File: src/design/heightmap_vertex_attributes_assert.svh
// ----------------------------------------------------------------------------
// Assertion macros for the heightmap vertex attribute pipeline
// Checks run in simulation only; synthesis sees empty macros.
// ----------------------------------------------------------------------------
`ifndef HEIGHTMAP_VERTEX_ATTRIBUTES_ASSERT_SVH
`define HEIGHTMAP_VERTEX_ATTRIBUTES_ASSERT_SVH

`ifndef SYNTHESIS
// Plain property, checked on every edge outside reset
`define HVA_ASSERT(lbl, prop, msg) \
    lbl: assert property (@(posedge clk) disable iff (!rst_n) (prop)) else $error(msg);
// Same-cycle implication
`define HVA_ASSERT_IMP(lbl, ante, cons, msg) \
    lbl: assert property (@(posedge clk) disable iff (!rst_n) (ante) |-> (cons)) \
        else $error(msg);
// Next-cycle implication
`define HVA_ASSERT_NEXT(lbl, ante, cons, msg) \
    lbl: assert property (@(posedge clk) disable iff (!rst_n) (ante) |=> (cons)) \
        else $error(msg);
`else
`define HVA_ASSERT(lbl, prop, msg)
`define HVA_ASSERT_IMP(lbl, ante, cons, msg)
`define HVA_ASSERT_NEXT(lbl, ante, cons, msg)
`endif

`endif

File: src/design/hva_sqrt_pipe.sv
// ----------------------------------------------------------------------------
// hva_sqrt_pipe
// Integer square root, one result bit per register stage.
// ----------------------------------------------------------------------------
`timescale 1ns / 1ps
`default_nettype none

module hva_sqrt_pipe #(
    parameter int IN_W = 50
) (
    input  wire logic                 clk,
    input  wire logic                 en,
    input  wire logic [IN_W-1:0]      radicand,
    output logic      [IN_W/2-1:0]    root
);

    localparam int RW = IN_W / 2;

    logic [IN_W-1:0] rem_reg  [RW];
    logic [RW-1:0]   root_reg [RW];
    logic [IN_W-1:0] rem_next  [RW];
    logic [RW-1:0]   root_next [RW];

    // Try to set one root bit per stage
    always_comb
    begin
        logic [IN_W-1:0] rem_in;
        logic [RW-1:0]   root_in;
        logic [IN_W-1:0] trial;
        for (int k = 0; k < RW; k++)
        begin
            rem_in  = (k == 0) ? radicand : rem_reg[(k == 0) ? 0 : k - 1];
            root_in = (k == 0) ? '0 : root_reg[(k == 0) ? 0 : k - 1];
            trial   = (IN_W'(root_in) << (RW - k)) | (IN_W'(1) << (2 * (RW - 1 - k)));
            if (rem_in >= trial)
            begin
                rem_next[k]  = rem_in - trial;
                root_next[k] = root_in | (RW'(1) << (RW - 1 - k));
            end
            else
            begin
                rem_next[k]  = rem_in;
                root_next[k] = root_in;
            end
        end
    end

    // Advance all stages together
    always_ff @(posedge clk)
    begin
        if (en)
        begin
            for (int k = 0; k < RW; k++)
            begin
                rem_reg[k]  <= rem_next[k];
                root_reg[k] <= root_next[k];
            end
        end
    end

    assign root = root_reg[RW-1];

endmodule

`default_nettype wire

File: config.mk
export PLATFORM = sky130hd
export DESIGN_NAME = hva_sqrt_pipe
export DESIGN_NICKNAME = d
export VERILOG_FILES = /design/src/design/heightmap_vertex_attributes_assert.svh /design/src/design/hva_sqrt_pipe.sv
export SDC_FILE = /design/constraint.sdc
export NUM_CORES = 2
export LEC_CHECK = 0
export BUFFER_PORTS_ARGS = -buffer_cell sky130_fd_sc_hd__buf_2
export CORE_MARGIN = 8
export CORE_UTILIZATION = 28
export DETAILED_ROUTE_END_ITERATION = 12
export PLACE_DENSITY_LB_ADDON = 0.2
export SYNTH_ARGS = -nofsm -noshare
export SYNTH_HDL_FRONTEND = slang
export SYNTH_SLANG_ARGS = --single-unit
export TNS_END_PERCENT = 1
File: constraint.sdc
create_clock -name clk -period 5.5 [get_ports clk]
set_input_delay 1.1 -clock clk [delete_from_list [all_inputs] [get_ports clk]]
set_output_delay 1.1 -clock clk [all_outputs]
set_load 0.005 [all_outputs]
* After elaboration in Yosys (flattened, before gate mapping)
Memories as Yosys holds them, arrays and structs flattened.
Cells that the tools add are included.
** Storage, ports and cells
- Bits in writable memories :: 1875
- ROM bits :: 0
- Flip-flop bits (word level) :: 0
- Bits in latches :: 0
- Memories kept :: 2
- Input port bits :: 52
- Logic and storage cells :: 104
** Operators by class
- Multiply operators :: 0
- Shift operators :: 0
- Multiplexer cells :: 52
- $add $sub $neg :: 25
- Bitwise gates (word level) :: 0
- Reduce and logical (&&, ||, !) cells :: 0
- Div/mod/pow operators :: 0
- $lt $le $gt $ge :: 25
- Equality and inequality tests :: 0
** Memory list
- rem_reg :: words 25, width 50, rd ports 24, clocked after memory_dff 0, wr ports 25, line hva_sqrt_pipe.sv:19 : logic [IN_W-1:0] rem_reg [RW];
- root_reg :: words 25, width 25, rd ports 25, clocked after memory_dff 0, wr ports 25, line hva_sqrt_pipe.sv:20 : logic [RW-1:0] root_reg [RW];
** Operators with widths (count)
- two-way mux 50 bit :: 25
- >= comparator 50 x 26 -> 1 bit :: 1
- >= comparator 50 x 27 -> 1 bit :: 1
- >= comparator 50 x 28 -> 1 bit :: 1
- >= comparator 50 x 29 -> 1 bit :: 1
- >= comparator 50 x 30 -> 1 bit :: 1
- >= comparator 50 x 31 -> 1 bit :: 1
- >= comparator 50 x 32 -> 1 bit :: 1
- >= comparator 50 x 33 -> 1 bit :: 1
- >= comparator 50 x 34 -> 1 bit :: 1
- >= comparator 50 x 35 -> 1 bit :: 1
- >= comparator 50 x 36 -> 1 bit :: 1
- >= comparator 50 x 37 -> 1 bit :: 1
- >= comparator 50 x 38 -> 1 bit :: 1
- >= comparator 50 x 39 -> 1 bit :: 1
- >= comparator 50 x 40 -> 1 bit :: 1
- >= comparator 50 x 41 -> 1 bit :: 1
- >= comparator 50 x 42 -> 1 bit :: 1
- >= comparator 50 x 43 -> 1 bit :: 1
- >= comparator 50 x 44 -> 1 bit :: 1
- >= comparator 50 x 45 -> 1 bit :: 1
- >= comparator 50 x 46 -> 1 bit :: 1
- >= comparator 50 x 47 -> 1 bit :: 1
- >= comparator 50 x 48 -> 1 bit :: 1
- other kinds (52) :: 54

* Logic depth before layout (Yosys ltp)
- Depth in word-level cells :: 2
- Depth in mapped cells :: 13
- Depth with buffers taken out :: 12

* Worst setup path after synthesis
OpenSTA, ideal clock, no wires.
- Path type :: register to register
- From :: memory rem_reg[22][31], in the netlist rem_reg[2][331]
- To :: memory rem_reg[23][45], in the netlist rem_reg[2][395] (data pin)
- Setup slack :: 2.075 ns
- Period minus slack after synthesis :: 3.425 ns
- Cell stages (with the launch flop) :: 13
- Arrival time :: 3.159 ns
- Library setup time :: 0.266 ns
- Cells stage by stage :: edfxtp_1 or4_1 or2_2 clkbuf_1 or2_2 or3_1 clkbuf_1 nor4_1 nand2_1 o211ai_1 buf_2 nor3_1 xor2_1
** RTL lines (line)
- from (decl) :: hva_sqrt_pipe.sv:19

==> run_results.csv <==
group,metric,value,unit
clock_network,clk_latency,0.83,ns
job,max_cap_viol_count,0,
cells_and_area,drive_above_1_share,7.70,%
synth,synth_edf_count,1525,
timing,fin_setup_tns,0,ns
power,p_int,23.5,mW
power,seqPwrFrac,47.9,%
worst_hold_path,whs_path_depth,1,
synth,synth_top_family_by_area,"simple AND/OR/NAND/NOR gates",
worst_setup_path,crit_top_cell,"or2_2",
worst_setup_path,end_kind,"flop",
die,core_area,257000,um2
timing,fmax,0.239,GHz
timing,fin_worst_skew,0.104,ns
routing,met1_length,67100,um
die,die_w,524,um
synth,ys_seq_elements,1525,
synth,syn_inst,5699,
cells_and_area,largest_reg_flops,1200,
timing,rsz0062_at_grt,"no",
place,globalplace.congestion,0.840,
clock_network,post-cts-setup-buffers,0,
routing,drt-initial-drc-count,2792,
synth,synthesis.nets,6097,
routing,wl_met3,5240,um
clock_network,holdBufCountCts,0,
worst_setup_path,slowest_stage,"nor2_4",
worst_setup_path,worstRegToRegCells,10,
die,ios,77,
timing,maxSlewViolCount,0,
worst_setup_path,critPathLaunchType,"flop",
clock_network,numCtsBuffers,167,
routing,wl,171000,um
power,vdd_drop_max,0.331,mV
clock_network,tritoncts,"done",
worst_hold_path,hold_path.class,"primary input to flop",
synth,synth_simple_gate_area_share,11.6,%
clock_network,clock_path_buffers,3,
die,die_h,524,um
synth,ys.flop_type,"edfxtp_1",
timing,tightest_slew,1.21,ns
timing,hold-worst-slack,0.426,ns
timing,min_period_over_period,76.0,%
synth,async_reset_ff_share,0,%
worst_setup_path,critPathBufInv,1,
place,dp_hpwl,129000,um
worst_setup_path,r2r_start,"rem_reg[2][331]",
clock_network,clkTransAtPathRegs,0.06,ns
synth,synth_compound_area_share,9.47,%
global_route,grt_first_pass_wirelength,262000,um
timing,period_needed,4.18,ns
die,placementRows,186,
die,start_util,28.1,%
power,power_density,397,nW/um2
routing,drc,0,
routing,vias,43600,
routing,dr.pass1.iters,5,
worst_setup_path,crit_fanout,53,
place,place_area,77200,um2
synth,synthMuxAreaShare,0.599,%
global_route,grt_pass1_vias,45000,
worst_setup_path,critical_path_class,"flop to flop",
power,clkPwrFrac,34.0,%
global_route,gr-total-overflow,0,
routing,ant_nets,0,
power,p_sw_share,28.5,%
clock_network,clockRootBuffer,"clkbuf_16",
worst_setup_path,crit_family,"simple AND/OR/NAND/NOR gates",
worst_setup_path,cp_data_required_time,6.07,ns
global_route,grt_max_degree,209,
die,die_area,275000,um2
timing,slew_headroom,18.9,%
worst_setup_path,r2r_slack,1.32,ns
cells_and_area,final_cell_mix,"edfxtp_1 (1525), nand2_1 (454), inv_1 (437)",
cells_and_area,final_common_cell,"edfxtp_1",
power,p_comb_share,18.1,%
routing,viasPerCell,4.63,
synth,syn_area,72300,um2
timing,hold_viol_final,0,
clock_network,htree_levels,4,
synth,syn_avg_cell_area,12.7,um2
worst_setup_path,arrival,4.75,ns
synth,yosysWarnings,0,
cells_and_area,finalNetCount,6296,
global_route,antenna_found_initial,1,
timing,setup_viol_count_final,0,
clock_network,cts_resized,0,
worst_hold_path,whs_endpoint,"rem_reg[0][37]",
synth,ys_types,90,
place,io_buffer_count,76,
routing,topRoutingLayerUsed,"met4",
synth,synthAdderAreaFrac,5.99,%
routing,wl_per_cell,18.1,um
power,switchingPower,9.36,mW
power,leakage,30.3,nW
cells_and_area,stdcell_area,82800,um2
global_route,grt_usage,12.1,%
cells_and_area,areaGrowthSynthToFinish,14.5,%
cells_and_area,nFillCells,25500,
worst_setup_path,cpPeakStageDelay,0.78,ns
worst_setup_path,cp_cell_sequence,"or4_1 -> or2_2 -> or2_2 -> or3_1 -> nor4_1 -> nand2_1 -> nor2_4 -> inv_1 -> nand3_1 -> xnor2_1",
worst_hold_path,hold_path_startpoint,"radicand[37]",
power,power,32.9,mW
run_status,status,"finished, final reports clean",
routing,wl_met2,91400,um
synth,synth_xor_area_share,6.14,%
clock_network,cts_num_sinks,1525,
worst_setup_path,r2r-end,"rem_reg[2][379]",
synth,seq_area_frac_synth,63.3,%
-- metal layers --
metal	vias up	global-route usage, %
li1	21700	-
met1	21000	13.0
met2	646	23.5
met3	295	1.99
met4	0	4.86
met5	-	0
-- stage by stage --
step                setup WS (ns)  instances  util, %
floorplan                    2.07       5699        -
global placement             1.19       9109     30.0
detailed placement           1.25       9113     30.0
CTS                          1.26       9423     32.2
global route                0.963       9424     32.2
finish                       1.32       9424     32.2
-- synth_stat cells (10+ instances only) --
cell type,n,area share (%)
inv_1,437,2.3
and4b_1,10,0.14
xor2_1,243,2.9
nand2b_1,66,0.57
mux2i_1,14,0.19
and3_1,31,0.27
nor4b_1,21,0.25
or2_2,26,0.22
a2111oi_0,11,0.13
nor3b_1,17,0.18
or4_1,44,0.46
nor3_1,161,1.1
nand2_1,454,2.4
edfxtp_1,1525,63
nor2_1,304,1.6
nand4b_1,13,0.16
nor2b_1,56,0.48
or3_1,59,0.51
a211oi_1,33,0.34
nand3b_1,19,0.20
o21bai_1,31,0.32
and2_1,16,0.14
mux2_2,26,0.40
o211ai_1,23,0.24
o21a_1,67,0.70
nor4_1,172,1.5
a21o_1,127,1.3
nand3_1,79,0.55
nand4_1,72,0.62
a31o_2,10,0.12
a211o_1,18,0.22
clkbuf_1,89,0.46
o31ai_1,33,0.34
o21ai_0,355,2.5
xnor2_1,264,3.2
a21oi_1,262,1.8
ha_1,346,6.0
a31oi_1,23,0.20
-- power by group through the flow --
stage / Combinational [mW] / Sequential (mW) / Clock, mW
after floorplan: 4.39 / 15.5 / 0
after global placement: 5.91 / 16.0 / 0
after detailed placement: 5.96 / 16.0 / 0
after CTS: 5.99 / 15.8 / 11.6
after global routing: 6.66 / 15.9 / 12.0
final: 5.95 / 15.8 / 11.2
-- cell type report --
cell class | instances | area, um2 | share of cell area (%)
Sequential cell | 1525 | 45800 | 55.3
Inverter | 440 | 1650 | 2.00
Clock buffer | 197 | 4310 | 5.21
Antenna cell | 1 | 2.50 | 0.00302
Timing Repair Buffer | 134 | 953 | 1.15
Multi-Input combinational cell | 3630 | 24600 | 29.7
Clock inverter | 113 | 1260 | 1.52
Tap cell | 3384 | 4230 | 5.11
-- worst max path at each step --
stage / startpoint / end / slack (ns) / depth (start not counted)
6_report: rem_reg[2][331] / rem_reg[2][379] / 1.32 / 10
2_1_floorplan: rem_reg[2][331] / rem_reg[2][395] / 2.07 / 12
3_3_place_gp: rem_reg[2][331] / rem_reg[2][379] / 1.19 / 10
4_1_cts: rem_reg[1][128] / rem_reg[1][199] / 1.26 / 11
5_1_grt: rem_reg[2][331] / rem_reg[2][379] / 0.96 / 10
3_5_place_dp: rem_reg[2][331] / rem_reg[2][379] / 1.25 / 10
-- logic make-up after synthesis --
kind of cell | after synthesis
buffers and inverters | 544
adder cells (fa/ha/maj) | 346
flip-flops | 1525
multiplexers | 40
AND/OR/NAND/NOR | 1644
AO/OA/AOI/OAI | 1093
XOR/XNOR | 507
Note: power is estimated with default switching activity, not from simulation.
