[config.mk]
export PLATFORM = sky130hd
export DESIGN_NAME = hva_div_pipe
export DESIGN_NICKNAME = d
export VERILOG_FILES = /design/src/design/heightmap_vertex_attributes_assert.svh /design/src/design/hva_div_pipe.sv
export SDC_FILE = /design/constraint.sdc
export NUM_CORES = 2
export LEC_CHECK = 0
export BUFFER_PORTS_ARGS = -buffer_cell sky130_fd_sc_hd__buf_4
export CAP_MARGIN = 15
export CORE_UTILIZATION = 51
export DETAILED_ROUTE_END_ITERATION = 8
export GPL_ROUTABILITY_DRIVEN = 0
export PLACE_DENSITY = 0.76
export SETUP_SLACK_MARGIN = 0.02
export SLEW_MARGIN = 20
export SYNTH_ARGS = -nofsm -noshare
export SYNTH_HDL_FRONTEND = slang
export SYNTH_SLANG_ARGS = --single-unit
export TNS_END_PERCENT = 20
[constraint.sdc]
create_clock -name clk -period 5.4 [get_ports clk]
set_input_delay 0.54 -clock clk [delete_from_list [all_inputs] [get_ports clk]]
set_output_delay 0.54 -clock clk [all_outputs]
set_load 0.05 [all_outputs]
[src/design/heightmap_vertex_attributes_assert.svh]
// ----------------------------------------------------------------------------
// Assertion macros for the heightmap vertex attribute pipeline
// Checks run in simulation only; synthesis sees empty macros.
// ----------------------------------------------------------------------------
`ifndef HEIGHTMAP_VERTEX_ATTRIBUTES_ASSERT_SVH
`define HEIGHTMAP_VERTEX_ATTRIBUTES_ASSERT_SVH

`ifndef SYNTHESIS
// Plain property, checked on every edge outside reset
`define HVA_ASSERT(lbl, prop, msg) \
    lbl: assert property (@(posedge clk) disable iff (!rst_n) (prop)) else $error(msg);
// Same-cycle implication
`define HVA_ASSERT_IMP(lbl, ante, cons, msg) \
    lbl: assert property (@(posedge clk) disable iff (!rst_n) (ante) |-> (cons)) \
        else $error(msg);
// Next-cycle implication
`define HVA_ASSERT_NEXT(lbl, ante, cons, msg) \
    lbl: assert property (@(posedge clk) disable iff (!rst_n) (ante) |=> (cons)) \
        else $error(msg);
`else
`define HVA_ASSERT(lbl, prop, msg)
`define HVA_ASSERT_IMP(lbl, ante, cons, msg)
`define HVA_ASSERT_NEXT(lbl, ante, cons, msg)
`endif

`endif

[src/design/hva_div_pipe.sv]
// ----------------------------------------------------------------------------
// hva_div_pipe
// Unsigned restoring divider, one quotient bit per register stage.
// The caller guarantees the quotient fits in QUO_W bits.
// ----------------------------------------------------------------------------
`timescale 1ns / 1ps
`default_nettype none

module hva_div_pipe #(
    parameter int NUM_W = 40,
    parameter int DEN_W = 25,
    parameter int QUO_W = 16
) (
    input  wire logic             clk,
    input  wire logic             en,
    input  wire logic [NUM_W-1:0] num,
    input  wire logic [DEN_W-1:0] den,
    output logic      [QUO_W-1:0] quo
);

    localparam int CMP_W = (NUM_W > DEN_W + QUO_W - 1) ? NUM_W : DEN_W + QUO_W - 1;

    logic [NUM_W-1:0] rem_reg  [QUO_W];
    logic [DEN_W-1:0] den_reg  [QUO_W];
    logic [QUO_W-1:0] quo_reg  [QUO_W];
    logic [NUM_W-1:0] rem_next [QUO_W];
    logic [QUO_W-1:0] quo_next [QUO_W];

    // Compare and subtract the shifted divisor in each stage
    always_comb
    begin
        logic [NUM_W-1:0] rem_in;
        logic [DEN_W-1:0] den_in;
        logic [QUO_W-1:0] quo_in;
        logic [CMP_W-1:0] shifted;
        logic [CMP_W-1:0] diff;
        for (int k = 0; k < QUO_W; k++)
        begin
            rem_in  = (k == 0) ? num : rem_reg[(k == 0) ? 0 : k - 1];
            den_in  = (k == 0) ? den : den_reg[(k == 0) ? 0 : k - 1];
            quo_in  = (k == 0) ? '0  : quo_reg[(k == 0) ? 0 : k - 1];
            shifted = CMP_W'(den_in) << (QUO_W - 1 - k);
            diff    = CMP_W'(rem_in) - shifted;
            if (CMP_W'(rem_in) >= shifted)
            begin
                rem_next[k] = diff[NUM_W-1:0];
                quo_next[k] = quo_in | (QUO_W'(1) << (QUO_W - 1 - k));
            end
            else
            begin
                rem_next[k] = rem_in;
                quo_next[k] = quo_in;
            end
        end
    end

    // Advance all stages together
    always_ff @(posedge clk)
    begin
        if (en)
        begin
            for (int k = 0; k < QUO_W; k++)
            begin
                rem_reg[k] <= rem_next[k];
                quo_reg[k] <= quo_next[k];
                den_reg[k] <= (k == 0) ? den : den_reg[(k == 0) ? 0 : k - 1];
            end
        end
    end

    assign quo = quo_reg[QUO_W-1];

endmodule

`default_nettype wire

Word-level counts from Yosys, hierarchy flattened
Memories as Yosys holds them, arrays and structs flattened.
Index checks and enable logic that the tools add are counted.
{"block": "word_totals", "out_inout_bits": 16, "ram_bits": 1296, "ff_bits": 0, "word_cells": 69, "n_memories": 3, "input_bits": 67}
{"block": "classes", "n_mux": 34, "n_addsub": 16, "magnitude_cmp": 16}
{"memory": "rem_reg", "depth": 16, "width": 40, "rd": 15, "rd_ports_with_merged_regs": 0, "wr": 16, "line_no": "hva_div_pipe.sv:23", "source": "logic [NUM_W-1:0] rem_reg [QUO_W];"}
{"memory": "den_reg", "depth": 16, "width": 25, "rd": 15, "rd_ports_with_merged_regs": 0, "wr": 16, "line_no": "hva_div_pipe.sv:24", "source": "logic [DEN_W-1:0] den_reg [QUO_W];"}
{"memory": "quo_reg", "depth": 16, "width": 16, "rd": 16, "rd_ports_with_merged_regs": 0, "wr": 16, "line_no": "hva_div_pipe.sv:25", "source": "logic [QUO_W-1:0] quo_reg [QUO_W];"}
{"cell": "40-bit 2-to-1 mux", "n": 16}
{"cell": "40-bit by 25-bit greater-or-equal comparator with 1-bit output", "n": 1}
{"cell": "40-bit by 26-bit greater-or-equal comparator with 1-bit output", "n": 1}
{"cell": "40-bit by 27-bit greater-or-equal comparator with 1-bit output", "n": 1}
{"cell": "40-bit by 28-bit greater-or-equal comparator with 1-bit output", "n": 1}
{"cell": "40-bit by 29-bit greater-or-equal comparator with 1-bit output", "n": 1}
{"cell": "40-bit by 30-bit greater-or-equal comparator with 1-bit output", "n": 1}
{"cell": "40-bit by 31-bit greater-or-equal comparator with 1-bit output", "n": 1}
{"cell": "40-bit by 32-bit greater-or-equal comparator with 1-bit output", "n": 1}
{"cell": "40-bit by 33-bit greater-or-equal comparator with 1-bit output", "n": 1}
{"cell": "40-bit by 34-bit greater-or-equal comparator with 1-bit output", "n": 1}
{"cell": "40-bit by 35-bit greater-or-equal comparator with 1-bit output", "n": 1}
{"cell": "40-bit by 36-bit greater-or-equal comparator with 1-bit output", "n": 1}
{"cell": "40-bit by 37-bit greater-or-equal comparator with 1-bit output", "n": 1}
{"cell": "40-bit by 38-bit greater-or-equal comparator with 1-bit output", "n": 1}
{"cell": "40-bit by 39-bit greater-or-equal comparator with 1-bit output", "n": 1}
{"cell": "40-bit greater-or-equal comparator", "n": 1}
{"cell": "40-bit by 25-bit subtractor with 40-bit output", "n": 1}
{"cell": "40-bit by 26-bit subtractor with 40-bit output", "n": 1}
{"cell": "40-bit by 27-bit subtractor with 40-bit output", "n": 1}
{"cell": "40-bit by 28-bit subtractor with 40-bit output", "n": 1}
{"cell": "40-bit by 29-bit subtractor with 40-bit output", "n": 1}
{"cell": "40-bit by 30-bit subtractor with 40-bit output", "n": 1}
{"cell": "40-bit by 31-bit subtractor with 40-bit output", "n": 1}
{"cell": "25 further kinds", "n": 27}

Logic depth before layout (Yosys ltp)
An unclocked memory read counts as a cell.
{"block": "depth", "word_depth": 3, "depth_mapped": 14, "ltp_nobuf": 13}

Worst setup path before layout
No wires, ideal clock.
{"block": "synth_path", "kind": "input port to flip-flop", "start": "input port den[14]", "end": "memory rem_reg[0][17], data pin", "setup_time_ns": 0.260, "cell_stages": 11, "t_arrival_ns": 2.982, "setup_slack_ns": 2.158, "n_path_buf": 3, "t_required_ns": 5.140, "cell_sequence": "inv_1 -> ha_1 -> clkbuf_1 -> nand4_1 -> or2_1 -> or4_1 -> a31oi_1 -> o22a_1 -> clkbuf_1 -> buf_2 -> mux2_2"}
{"element": "from (decl)", "line_no": "hva_div_pipe.sv:17", "source": "input wire logic [DEN_W-1:0] den,"}
{"element": "to (decl)", "line_no": "hva_div_pipe.sv:23"}

==> out/results.tsv <==
metric	value	unit
portBuffers	82	
numClockSinks	1111	
hold_viol	0	
rsz0062_at_grt	false	
met1Wirelength	43.71	mm
root_buffer	clkbuf_16	
largest_reg_flops	600	
die_area	0.1212	sq mm
ys_types	97	
ys_async_sr_fraction	0	%
post-route-period-util	75.57	%
maxSlewViolCount	0	
cts.clk_slew.worst_paths	0.06	ns
wl_per_cell	16.51	um
worstSetupPathType	register to register	
core	0.1184	sq mm
synthXorXnorAreaFrac	5.650	%
synth_area	0.06108	sq mm
drive_gt1_share	7.387	%
grt_max_degree	151	
reg2reg_slack	1.32	ns
cts_setup_buffers	0	
die_y	348.1	um
first_global_vias	40520	
arrival	4.51	ns
cap_violations	0	
die_x	348.1	um
syn_inst	5362	
synth_simple_gate_area_share	10.63	%
num_rows	126	
critPathMaxStageDelay	0.66	ns
ys_seq_area_share	54.62	%
critPathSlowestCell	a311oi_1	
routed_via_density	5.699	
hold_buffers	6	
synth_edf_count	1111	
cts-htree-levels	3	
grt_first_pass_wirelength	191.6	mm
dr_wl_met2	63.31	mm
outcome	complete, no violations	
track_usage	19.16	%
hp-class	input pin to register	
wl_met3	4.278	mm
top_layer_used	met4	
synth.net_count	5844	
drc	0	
cp-start-kind	register	
initial_core_util	51.59	%
synth_fa_ha_area_share	8.685	%
cts_buffers	110	
fmax	245.1	MHz
synth_compound_area_share	14.39	%
worstSetupEndpoint	rem_reg[1][86]	
clockBufferDepth	3	
syn_avg_cell_area	11.39	sq um
vias	40830	
grt-ovfl-total	0	
endpoint_kind	register	
synth_top_flop_cell	edfxtp_1	
critical_path_required	5.83	ns
hpwl	87.08	mm
antenna_cells	0	
layout_common_cells	edfxtp_1 (1111), inv_1 (526), a21oi_1 (402)	
fin_cells	7164	
ios	83	
cts_tree	done	
leakage	26.57	nW
holdWs	0.04814	ns
crit_fanout	39	
post-route-min-period	4.081	ns
nets	5958	
slew_headroom	27.42	%
first_pass_iters	7	
drtIter0Drc	2325	
synth_top_family_by_area	compound AO/OA/AOI/OAI gates	
wl	118.3	mm
finalSetupViolCount	0	
timing.rr.start	rem_reg[1][46]	
ys_seq_elements	1111	
yosys_warnings	0	
mostFrequentLayoutCell	edfxtp_1	
ant_nets	0	
antenna_found_initial	1	
num-fill-cells	9370	
area_delta_synth_final	10.05	%
crit_chain	ha_1 > nor2b_1 > o21ai_0 > a211oi_1 > a311oi_1 > o22ai_1 > o21ai_4 > buf_4 > mux2_2	
dp.cells	6957	
tns	0	ns
ctsResizeCount	0	
rr_worst_depth	9	
clkLatencyLatePin	0.68	ns
powerDensity	510.7	mW/mm^2
seqCellArea	0.03336	sq mm
r2r-end	rem_reg[1][86]	
cp-startpoint	rem_reg[1][46]	
muxShareOfSynthArea	1.946	%
multi_input_area	0.02529	sq mm
clock_skew	0.01851	ns
tightest_slew	1.079	ns
ir_drop	323.7	uV
synthesized netlist by cell type, types with 40 or more instances:
library cell  instances  area [sq um]
o21bai_1             43         322.8
nor2_1              314          1179
nand3_1              90         450.4
xor2_1              169          1480
a211oi_1             40         300.3
and3_1               43         269.0
inv_1               526          1974
nand2b_1             51         319.1
a21o_1              198          1486
mux2_2               91          1025
ha_1                400          5005
nor4_1               46         287.8
nor3_1               87         435.4
nand4_1              53         331.6
a31oi_1              43         269.0
nor2b_1              59         369.1
xnor2_1             225          1971
nand2_1             373          1400
edfxtp_1           1111         33360
a21oi_1             403          2017
clkbuf_1             90         337.8
o21ai_0             311          1556
o21a_1               68         510.5
worst min path at each step:
| stage | startpoint | to | slack, ns | cells after the start |
|---|---|---|---|---|
| after floorplan | quo_reg[0][90] | quo_reg[0][106] | 0.40 | 0 |
| after global placement | quo_reg[1][47] | quo_reg[1][63] | 0.40 | 0 |
| after detailed placement | quo_reg[0][92] | quo_reg[0][108] | 0.40 | 0 |
| after CTS | den[7] | den_reg[0][7] | 0.00003 | 1 |
| after global routing | num[0] | rem_reg[0][0] | 0.008 | 1 |
| final | den[5] | den_reg[0][5] | 0.05 | 1 |
power by group:
part / internal [mW] / leakage (nW) / switching, mW
Sequential: 12.3 / 10.8 / 1.11
Combinational: 5.85 / 14.1 / 7.56
Clock: 4.39 / 1.72 / 3.15
cells by family after synthesis:
group | Yosys count
compound gates | 1383
fa+ha+maj | 415
flops | 1111
mux | 106
buf+inv | 649
xor+xnor | 394
simple gates | 1304
per-layer routing:
metal / global-route usage (%) / up-vias
met4: 11.14 / 0
met5: 0 / -
met1: 18.99 / 19150
li1: - / 20040
met3: 2.228 / 412
met2: 37.83 / 1221
worst max-delay path: cells and delay by family (launching register included):
| family | cells | cell delay, ns |
|---|---|---|
| AO/OA/AOI/OAI | 5 | 2.10 |
| flip-flops | 1 | 0.44 |
| buffers and inverters | 1 | 0.43 |
| multiplexers | 1 | 0.39 |
| adder cells (fa/ha/maj) | 1 | 0.32 |
| AND/OR/NAND/NOR | 1 | 0.13 |
area by class of cell:
class,instances,share of cell area (%)
clock buffers,143,4.311
repair buffers,121,1.526
inverters,530,2.959
flip-flops and latches,1111,49.63
well taps,1600,2.978
clock inverters,57,0.9809
multi-input cells,3602,37.61
per-stage QoR:
| step | worst slack (ns) | cell area [sq um] | utilization, % | power (mW) |
|---|---|---|---|---|
| floorplan | 2.158 | 61080 | - | 23.50 |
| global placement | 1.437 | 63570 | 53.69 | 26.07 |
| detailed placement | 1.404 | 63580 | 53.70 | 26.56 |
| CTS | 1.398 | 67190 | 56.75 | 34.21 |
| global route | 1.210 | 67220 | 56.78 | 36.39 |
| finish | 1.319 | 67220 | 56.78 | 34.33 |
No activity file was read; power rests on OpenSTA's default activity.
